$ cat src/cghlt_pkg.sv
// ----------------------------------------------------------------------------
// cghlt_pkg
// Shared types, byte constants and tag codes for the CGI header tokenizer.
// ----------------------------------------------------------------------------
package cghlt_pkg;

  // Characters of the header grammar
  localparam logic [7:0] CHAR_CR      = 8'h0D;
  localparam logic [7:0] CHAR_LF      = 8'h0A;
  localparam logic [7:0] CHAR_COLON   = 8'h3A;
  localparam logic [7:0] CHAR_DASH    = 8'h2D;
  localparam logic [7:0] CHAR_SPACE   = 8'h20;
  localparam logic [7:0] PRINT_LOW    = 8'd32;
  localparam logic [7:0] PRINT_HIGH   = 8'd126;

  // Byte tags
  localparam logic [2:0] KIND_FRAME   = 3'd0;
  localparam logic [2:0] KIND_KEY     = 3'd1;
  localparam logic [2:0] KIND_VALUE   = 3'd2;
  localparam logic [2:0] KIND_DONE    = 3'd3;
  localparam logic [2:0] KIND_BODY    = 3'd4;
  localparam logic [2:0] KIND_DROP    = 3'd5;

  // Response status
  localparam logic [1:0] ST_HEADERS   = 2'd0;
  localparam logic [1:0] ST_FINISHED  = 2'd1;
  localparam logic [1:0] ST_MALFORMED = 2'd2;
  localparam logic [1:0] ST_EOF       = 2'd3;

  // One byte of the response stream
  typedef struct packed {
    logic [7:0] data_byte;
    logic       first_flag;
    logic       last_flag;
  } byte_t;

  // One tagged byte
  typedef struct packed {
    logic [2:0] byte_kind;
    logic [7:0] byte_echo;
    logic [1:0] parse_status;
  } tag_t;

  function automatic logic is_alnum(input logic [7:0] c);
    return ((c >= 8'h30) && (c <= 8'h39)) ||
           ((c >= 8'h41) && (c <= 8'h5A)) ||
           ((c >= 8'h61) && (c <= 8'h7A));
  endfunction

  function automatic logic is_printable(input logic [7:0] c);
    return (c >= PRINT_LOW) && (c <= PRINT_HIGH);
  endfunction

endpackage

$ cat src/cghlt_fsm.sv
// ----------------------------------------------------------------------------
// cghlt_fsm
// Header grammar state machine: tags the offered byte and advances the
// parse phase on each transfer.
// ----------------------------------------------------------------------------
module cghlt_fsm import cghlt_pkg::*; (
  input  logic  clk,
  input  logic  rst,
  input  logic  advance,
  input  byte_t item,
  output tag_t  result
);

  typedef enum logic [2:0] {
    PH_LINE_START   = 3'd0,
    PH_KEY          = 3'd1,
    PH_BEFORE_VALUE = 3'd2,
    PH_VALUE        = 3'd3,
    PH_HDR_CR       = 3'd4,
    PH_END_CR       = 3'd5,
    PH_BODY         = 3'd6,
    PH_BAD          = 3'd7
  } phase_t;

  phase_t     phase;
  phase_t     phase_next;
  phase_t     cur;
  logic [7:0] c;
  logic [2:0] kind;
  logic [1:0] status;

  assign c = item.data_byte;

  // Classify the byte against the current phase
  always_comb begin
    cur        = item.first_flag ? PH_LINE_START : phase;
    kind       = KIND_DROP;
    status     = ST_MALFORMED;
    phase_next = PH_BAD;
    unique case (cur)
      PH_LINE_START: begin
        if (c == CHAR_CR) begin
          kind = KIND_FRAME; status = ST_HEADERS; phase_next = PH_END_CR;
        end else if (is_alnum(c)) begin
          kind = KIND_KEY; status = ST_HEADERS; phase_next = PH_KEY;
        end
      end
      PH_KEY: begin
        if (c == CHAR_COLON) begin
          kind = KIND_FRAME; status = ST_HEADERS; phase_next = PH_BEFORE_VALUE;
        end else if (is_alnum(c) || (c == CHAR_DASH)) begin
          kind = KIND_KEY; status = ST_HEADERS; phase_next = PH_KEY;
        end
      end
      PH_BEFORE_VALUE, PH_VALUE: begin
        if ((c == CHAR_SPACE) && (cur == PH_BEFORE_VALUE)) begin
          kind = KIND_FRAME; status = ST_HEADERS; phase_next = PH_BEFORE_VALUE;
        end else if (c == CHAR_CR) begin
          kind = KIND_FRAME; status = ST_HEADERS; phase_next = PH_HDR_CR;
        end else if (is_printable(c)) begin
          kind = KIND_VALUE; status = ST_HEADERS; phase_next = PH_VALUE;
        end
      end
      PH_HDR_CR: begin
        if (c == CHAR_LF) begin
          kind = KIND_DONE; status = ST_HEADERS; phase_next = PH_LINE_START;
        end
      end
      PH_END_CR: begin
        if (c == CHAR_LF) begin
          kind = KIND_FRAME; status = ST_FINISHED; phase_next = PH_BODY;
        end
      end
      PH_BODY: begin
        kind = KIND_BODY; status = ST_FINISHED; phase_next = PH_BODY;
      end
      PH_BAD: begin
        kind = KIND_DROP; status = ST_MALFORMED; phase_next = PH_BAD;
      end
      default: begin
        kind = KIND_DROP; status = ST_MALFORMED; phase_next = PH_BAD;
      end
    endcase

    // End of response: flag open headers and restart at line start
    if (item.last_flag) begin
      if (status == ST_HEADERS) begin
        status = ST_EOF;
      end
      phase_next = PH_LINE_START;
    end
  end

  assign result.byte_kind    = kind;
  assign result.byte_echo    = c;
  assign result.parse_status = status;

  // Hold the phase between transfers
  always_ff @(posedge clk) begin
    if (rst) begin
      phase <= PH_LINE_START;
    end else if (advance) begin
      phase <= phase_next;
    end
  end

endmodule

$ cat src/cgi_header_line_tokenizer.sv
// ----------------------------------------------------------------------------
// cgi_header_line_tokenizer
// Tags each byte of a CGI response as key, value, framing, header complete,
// body or discarded, and reports the header status alongside.
// ----------------------------------------------------------------------------
//
//   channel   handshake                payload
//   -------   ----------------------   -------------------------------------
//   byte      byte_valid / byte_stall  byte_item: data_byte, first/last_flag
//   tag       tag_valid  / tag_stall   tag_item:  byte_kind, byte_echo, status
//
// One byte per cycle while no tag is stalled; each byte is tagged in the cycle
// it is taken and its tag appears on the next cycle from the output register.
// The phase register loops back through the grammar logic.
// Reset returns the parser to line start and empties the output register.
// A stalled tag holds the output register; a new byte is taken in the same
// cycle that the waiting tag is transferred.
module cgi_header_line_tokenizer import cghlt_pkg::*; (
  input  logic  clk,
  input  logic  rst,
  input  logic  byte_valid,
  output logic  byte_stall,
  input  byte_t byte_item,
  output logic  tag_valid,
  input  logic  tag_stall,
  output tag_t  tag_item
);

  logic take;
  tag_t tag_comb;

  // Take a byte whenever the output register is free or draining
  assign byte_stall = tag_valid && tag_stall;
  assign take       = byte_valid && !byte_stall;

  cghlt_fsm u_fsm (
    .clk     (clk),
    .rst     (rst),
    .advance (take),
    .item    (byte_item),
    .result  (tag_comb)
  );

  // Output register valid flag
  always_ff @(posedge clk) begin
    if (rst) begin
      tag_valid <= 1'b0;
    end else if (take) begin
      tag_valid <= 1'b1;
    end else if (!tag_stall) begin
      tag_valid <= 1'b0;
    end
  end

  // Output register payload
  always_ff @(posedge clk) begin
    if (take) begin
      tag_item <= tag_comb;
    end
  end

  // Every taken byte leaves a tag in the output register
  a_take_fills: assert property (@(posedge clk) disable iff (rst)
    take |=> tag_valid)
    else $error("taken byte produced no tag");

  // Malformed status and discard tag go together
  a_bad_drop: assert property (@(posedge clk) disable iff (rst)
    tag_valid |-> ((tag_item.parse_status == ST_MALFORMED) ==
                   (tag_item.byte_kind == KIND_DROP)))
    else $error("malformed status without discard tag");

  // Body bytes only after the headers have finished
  a_body_done: assert property (@(posedge clk) disable iff (rst)
    (tag_valid && (tag_item.byte_kind == KIND_BODY)) |->
      (tag_item.parse_status == ST_FINISHED))
    else $error("body byte outside finished headers");

  // A completed header line never reports finished headers
  a_done_open: assert property (@(posedge clk) disable iff (rst)
    (tag_valid && (tag_item.byte_kind == KIND_DONE)) |->
      ((tag_item.parse_status == ST_HEADERS) || (tag_item.parse_status == ST_EOF)))
    else $error("header complete with wrong status");

endmodule
$ cat config.mk
export PLATFORM = sky130hd
export DESIGN_NAME = cgi_header_line_tokenizer
export DESIGN_NICKNAME = d
export VERILOG_FILES = /design/src/cghlt_pkg.sv /design/src/cghlt_fsm.sv /design/src/cgi_header_line_tokenizer.sv
export SDC_FILE = /design/constraint.sdc
export NUM_CORES = 1
export LEC_CHECK = 0
export BUFFER_PORTS_ARGS = -buffer_cell sky130_fd_sc_hd__buf_2
export CAP_MARGIN = 30
export CELL_PAD_IN_SITES_DETAIL_PLACEMENT = 1
export CELL_PAD_IN_SITES_GLOBAL_PLACEMENT = 2
export CORE_MARGIN = 2
export CORE_UTILIZATION = 33
export CTS_BUF_LIST = sky130_fd_sc_hd__clkbuf_8 sky130_fd_sc_hd__clkbuf_16
export DETAILED_ROUTE_END_ITERATION = 12
export PLACE_DENSITY_LB_ADDON = 0.1
export SYNTH_ARGS = -nofsm -noshare
export SYNTH_HDL_FRONTEND = slang
export SYNTH_HIERARCHICAL = 1
export SYNTH_SLANG_ARGS = --single-unit
$ cat constraint.sdc
create_clock -name clk -period 5.6 [get_ports clk]
set_clock_uncertainty 0.2 [all_clocks]
set_input_delay 1.12 -clock clk [delete_from_list [all_inputs] [get_ports clk]]
set_output_delay 1.12 -clock clk [all_outputs]
set_load 0.1 [all_outputs]
==> results of run 1 <==
-- power by group --
part	internal, mW	switching [mW]	total, mW
sequential	0.146	0.00520	0.151
combinational	0.0240	0.0831	0.107
clock	0.0485	0.0373	0.0857
total	0.218	0.126	0.344
-- final cells by class --
| class | instances | area (um^2) | area share |
|---|---|---|---|
| clock inverter | 1 | 3.754 | 0.003030 |
| tap | 44 | 55.05 | 0.04444 |
| inverter | 6 | 22.52 | 0.01818 |
| timing repair buffer | 28 | 140.1 | 0.1131 |
| multi-input combinational | 73 | 505.5 | 0.4081 |
| clock buffer | 3 | 41.29 | 0.03333 |
| sequential | 17 | 470.5 | 0.3798 |
-- path summary, 6_finish.rpt --
| path | end | slack [ns] | depth (start not counted) |
|---|---|---|---|
| worst max-delay path | byte_stall | 2.51 | 3 |
| worst min-delay path | tag_valid | 0.31 | 2 |
| worst max register to register | tag_item[0] | 3.46 | 5 |
| worst min register to register | tag_valid | 0.31 | 2 |
-- worst max-delay path: cells and delay by family --
| kind | cells | cell delay [ns] |
|---|---|---|
| simple gates | 1 | 0.14 |
| buf+inv | 2 | 0.51 |
-- flip-flops by register name (all words and copies together), names as in the netlist --
name / count
tag_item: 13
tag_valid: 1
u_fsm/phase: 3
-- through the flow --
step | hold WS, ns | worst slack (ns)
floorplan | 0.3363 | 2.816
global placement | 0.2794 | 2.524
detailed placement | 0.3060 | 2.509
CTS | 0.3208 | 2.509
global route | 0.3572 | 2.489
finish | 0.3123 | 2.513
-- cells in the final DEF (no fill, tap or decap), types with 4 or more instances in the layout --
| cell type | count |
|---|---|
| nor3_1 | 5 |
| a31oi_1 | 4 |
| dfxtp_1 | 4 |
| nor4_1 | 5 |
| buf_2 | 28 |
| inv_1 | 6 |
| edfxtp_1 | 13 |
| a21oi_1 | 5 |
| nand2b_1 | 7 |
| nor2_1 | 5 |
| o32ai_1 | 4 |
| nand2_1 | 4 |
-- layer usage --
layer | track usage | share of wire
met1 | 0.2183 | 0.48
met2 | 0.2188 | 0.46
met3 | 0.01681 | 0.043
met4 | 0.07143 | 0.015
met5 | 0 | 0
-- synthesized netlist by cell type (2+ instances only) --
cell type / n / share of area
dfxtp_1: 4 / 0.075
buf_4: 9 / 0.063
o211ai_1: 3 / 0.021
o32ai_1: 4 / 0.033
or2_2: 2 / 0.012
nor4_1: 5 / 0.029
nand2b_1: 7 / 0.041
or2_1: 2 / 0.012
nand3_1: 2 / 0.0093
nand2_1: 4 / 0.014
o21ai_0: 2 / 0.0093
a21oi_1: 5 / 0.023
nor3_1: 5 / 0.023
inv_1: 5 / 0.017
edfxtp_1: 13 / 0.36
a31oi_1: 4 / 0.023
nor2_1: 5 / 0.017
nand4_1: 2 / 0.012
-- logic make-up (layout without fill, tap and decap cells) --
logic type	Yosys count	count (layout)	share of synthesized area
compound gates	32	32	0.2375
simple gates	41	41	0.2328
buf+inv	17	38	0.09195
flops	17	17	0.4377
==> results.ini, run 1 <==
[global_route]
grt_util_all_layers = 0.1493
first_global_vias = 852
grt_max_degree = 19
grt.overflow.total = 0
grt_pass1_wl_um = 4133
antenna_found_initial = 0

[sta]
timing.final.crit_share = 0.5513
layout_min_cycle_time_ns = 3.087
drv_slew = 0
rsz0062_at_grt = no
worst_pin_slew_ns = 0.8011
fmax_ghz = 0.3239
setup_tns_ns = 0
slew_headroom = 0.4635
finalHoldViolCount = 0
setup_viol_count_final = 0

[setup_path]
crit_required_ns = 4.28
worstSetupStartpointType = input pin
arrival_ns = 1.77
worst_path_max_delay_cell = buf_2
critical_path.max_fanout = 2
path_common_cell = buf_2
slowest_delay_ns = 0.42
cp-end-kind = output port
startpoint = tag_stall
path_class = input pin to output port
worstPathCellList = buf_2 > and2_4 > buf_2
worstReg2RegStart = u_fsm/phase[2]

[clock_network]
hold_buffers = 0
clock_path_buffers = 2
cts_buffers = 3
cts_sinks = 17
post-cts-setup-buffers = 0
path_clk_slew_ns = 0.06
clock_latency_ns = 0.24
cts_tree = built
cts_resized = 0
cts_max_level = 1
clockRootBuffer = clkbuf_8

[min_path]
min_path_type = register to register
hp-start = tag_valid

[finish]
area.growth.synth_to_final_pct = 15.25
design_area_mm2 = 0.001239
final_util = 0.4024
fin_cells = 172
layout.nets = 143
drive_gt1_frac = 0.3281
diodes = 0
nFillCells = 361

[detailed_routing]
dr.pass1.iters = 4
routedWlPerCell_um = 15.22
num_vias = 943
drcViolationCount = 0
drt_iter0_drc = 19
ant_nets = 0
wl_um = 2618
vias_per_cell = 5.483

[synth]
synthArstFlopShare = 0
syn_area_per_cell_um2 = 10.04
synth_cell_types = 42
ys_seq_area_frac = 0.4377
synthCells = 107
synth_ff_type = edfxtp_1
synth_edf_count = 13
synth_nets = 121
synth_area_mm2 = 0.001075
yosysWarnings = 6
synth_seq_cells = 17

[placement]
gp_congestion = 0.7705
hpwl_um = 2003
dp_cells = 168
port_buffers = 28
placed_area_mm2 = 0.001194

[power]
p_total_uw = 343.6
p_leak_nw = 0.4223
ir_drop_uv = 70.38
powerDensity_mw_per_mm2 = 277.4

[run_status]
status = finished, final reports clean

[die]
core_mm2 = 0.003078
die-area_mm2 = 0.003730
die-width_um = 61.07
ioPinCount = 29
rows = 20
dieHeight_um = 61.07
start_util = 0.3492

[job]
drv_cap = 0

No activity file was read; power rests on OpenSTA's default activity.
==> run 2: changes to the inputs <==
--- a/config.mk
+++ b/config.mk
@@ -10,7 +10,7 @@
 export CELL_PAD_IN_SITES_DETAIL_PLACEMENT = 1
 export CELL_PAD_IN_SITES_GLOBAL_PLACEMENT = 2
 export CORE_MARGIN = 2
-export CORE_UTILIZATION = 33
+export CORE_UTILIZATION = 28
 export CTS_BUF_LIST = sky130_fd_sc_hd__clkbuf_8 sky130_fd_sc_hd__clkbuf_16
 export DETAILED_ROUTE_END_ITERATION = 12
 export PLACE_DENSITY_LB_ADDON = 0.1
==> constraint.sdc (replaced) <==
create_clock -name clk -period 2.65 [get_ports clk]
set_clock_uncertainty 0.2 [all_clocks]
set_input_delay 0.53 -clock clk [delete_from_list [all_inputs] [get_ports clk]]
set_output_delay 0.53 -clock clk [all_outputs]
set_load 0.1 [all_outputs]
==> results.ini, run 2 (synthesis results as in run 1) <==
[run_status]
status = finished, final reports clean

[setup_path]
worstSetupStartpointType = input pin
arrival_ns = 2.10
critical_path.max_fanout = 7
crit_required_ns = 2.45
cp-end-kind = register
cp-endpoint = tag_item[0]
path_class = input pin to register
r2r-end = tag_item[0]
r2r_setup_slack_ns = 0.44
reg2reg_depth = 6
startpoint = byte_item[4]
worstReg2RegStart = u_fsm/phase[0]

[min_path]
min_path_type = input pin to register

[detailed_routing]
drcViolationCount = 0
num_vias = 938
ant_nets = 0
vias_per_cell = 5.182
routedWlPerCell_um = 15.15
drt_iter0_drc = 49
dr.pass1.iters = 4
wl_um = 2743

[clock_network]
clock_latency_ns = 0.24
clock_path_buffers = 2
path_clk_slew_ns = 0.06
cts_resized = 0
cts_buffers = 3
cts_max_level = 1
hold_buffers = 0
post-cts-setup-buffers = 0
cts_tree = built
clockRootBuffer = clkbuf_8
cts_sinks = 17

[sta]
setup_viol_count_final = 0
rsz0062_at_grt = no
setup_tns_ns = 0
fin_hold_ws_ns = 0.3054
slew_headroom = 0.5951
layout_min_cycle_time_ns = 2.306
fmax_ghz = 0.4336
drv_slew = 0
worst_pin_slew_ns = 0.6027
timing.final.crit_share = 0.8703
finalHoldViolCount = 0

[finish]
area.growth.synth_to_final_pct = 19.21
ff_latch_area_um2 = 470.5
design_area_mm2 = 0.001281
final_common_cell = buf_2
reg_top3 = tag_item x13, u_fsm/phase x3, tag_valid x1
largest_reg_flops = 13
layout.nets = 148
multi_input_area_um2 = 505.5
diodes = 0
top_register = tag_item
drive_gt1_frac = 0.3534
final_cell_mix = 28 x buf_2, 13 x edfxtp_1, 7 x nand2b_1
fin_cells = 181
nFillCells = 463

[die]
die-area_mm2 = 0.004350
rows = 22
core_mm2 = 0.003689
start_util = 0.2914
die-width_um = 65.96
ioPinCount = 29
dieHeight_um = 65.96

[power]
powerDensity_mw_per_mm2 = 567.6
p_leak_nw = 0.4483
ir_drop_uv = 141.6

[placement]
port_buffers = 28
gp_congestion = 0.8518
hpwl_um = 2169
dp_cells = 177
placed_area_mm2 = 0.001236

[global_route]
grt_max_degree = 15
antenna_found_initial = 0
first_global_vias = 894
grt_util_all_layers = 0.1348
grt_pass1_wl_um = 4422
grt.overflow.total = 0

[job]
drv_cap = 0

[run 2: cell count changes in the layout (fill, tap and decap cells not counted), sizes merged]
cell,before,now
buf,28,33
[run 2: routing by layer]
layer / vias up / track usage / share of wire
met4: 0 / 0.07398 / 0.013
li1: 463 / - / -
met1: 441 / 0.1859 / 0.50
met2: 30 / 0.2045 / 0.44
met5: - / 0 / 0
met3: 4 / 0.01533 / 0.046
[run 2: worst min-delay path by stage]
stage | cells past startpoint | end | start | slack (ns)
3_5_place_dp | 2 | tag_valid | tag_valid | 0.32
4_1_cts | 3 | tag_valid | byte_valid | 0.31
3_3_place_gp | 2 | tag_valid | tag_valid | 0.29
5_1_grt | 1 | tag_item[2] | byte_item[2] | 0.31
6_report | 3 | tag_valid | byte_valid | 0.31
2_1_floorplan | 2 | u_fsm/phase[2] | u_fsm/phase[2] | 0.34
[run 2: report_power, final]
part	internal [mW]	total, mW	leakage [nW]	switching [mW]
clock network	0.102	0.180	0.0269	0.0771
logic	0.0535	0.228	0.265	0.175
registers	0.308	0.319	0.156	0.0117
total	0.463	0.727	0.448	0.264
[run 2: stage by stage]
step           setup WS, ns  total power [mW]    util
6_report             0.3437            0.7272  0.3474
5_1_grt              0.2511            0.7688  0.3474
4_1_cts              0.3479            0.7367  0.3474
3_5_place_dp        0.08680            0.5527  0.3351
3_3_place_gp         0.1071            0.5536  0.3351
2_1_floorplan        0.1875            0.5073       -
[run 2: cell type report]
cell class | count | share of cell area
Sequential cell | 17 | 0.3672
Tap cell | 48 | 0.04687
Clock buffer | 3 | 0.03223
Multi-Input combinational cell | 73 | 0.3945
Clock inverter | 1 | 0.002930
Timing Repair Buffer | 33 | 0.1387
Inverter | 6 | 0.01758
[run 2: critical path, stage by stage]
cell	delay (ns)
buf_2	0.13
or2_1	0.26
o32ai_1	0.15
a2111oi_0	0.54
buf_4	0.20
a31oi_2	0.04
a31o_1	0.25
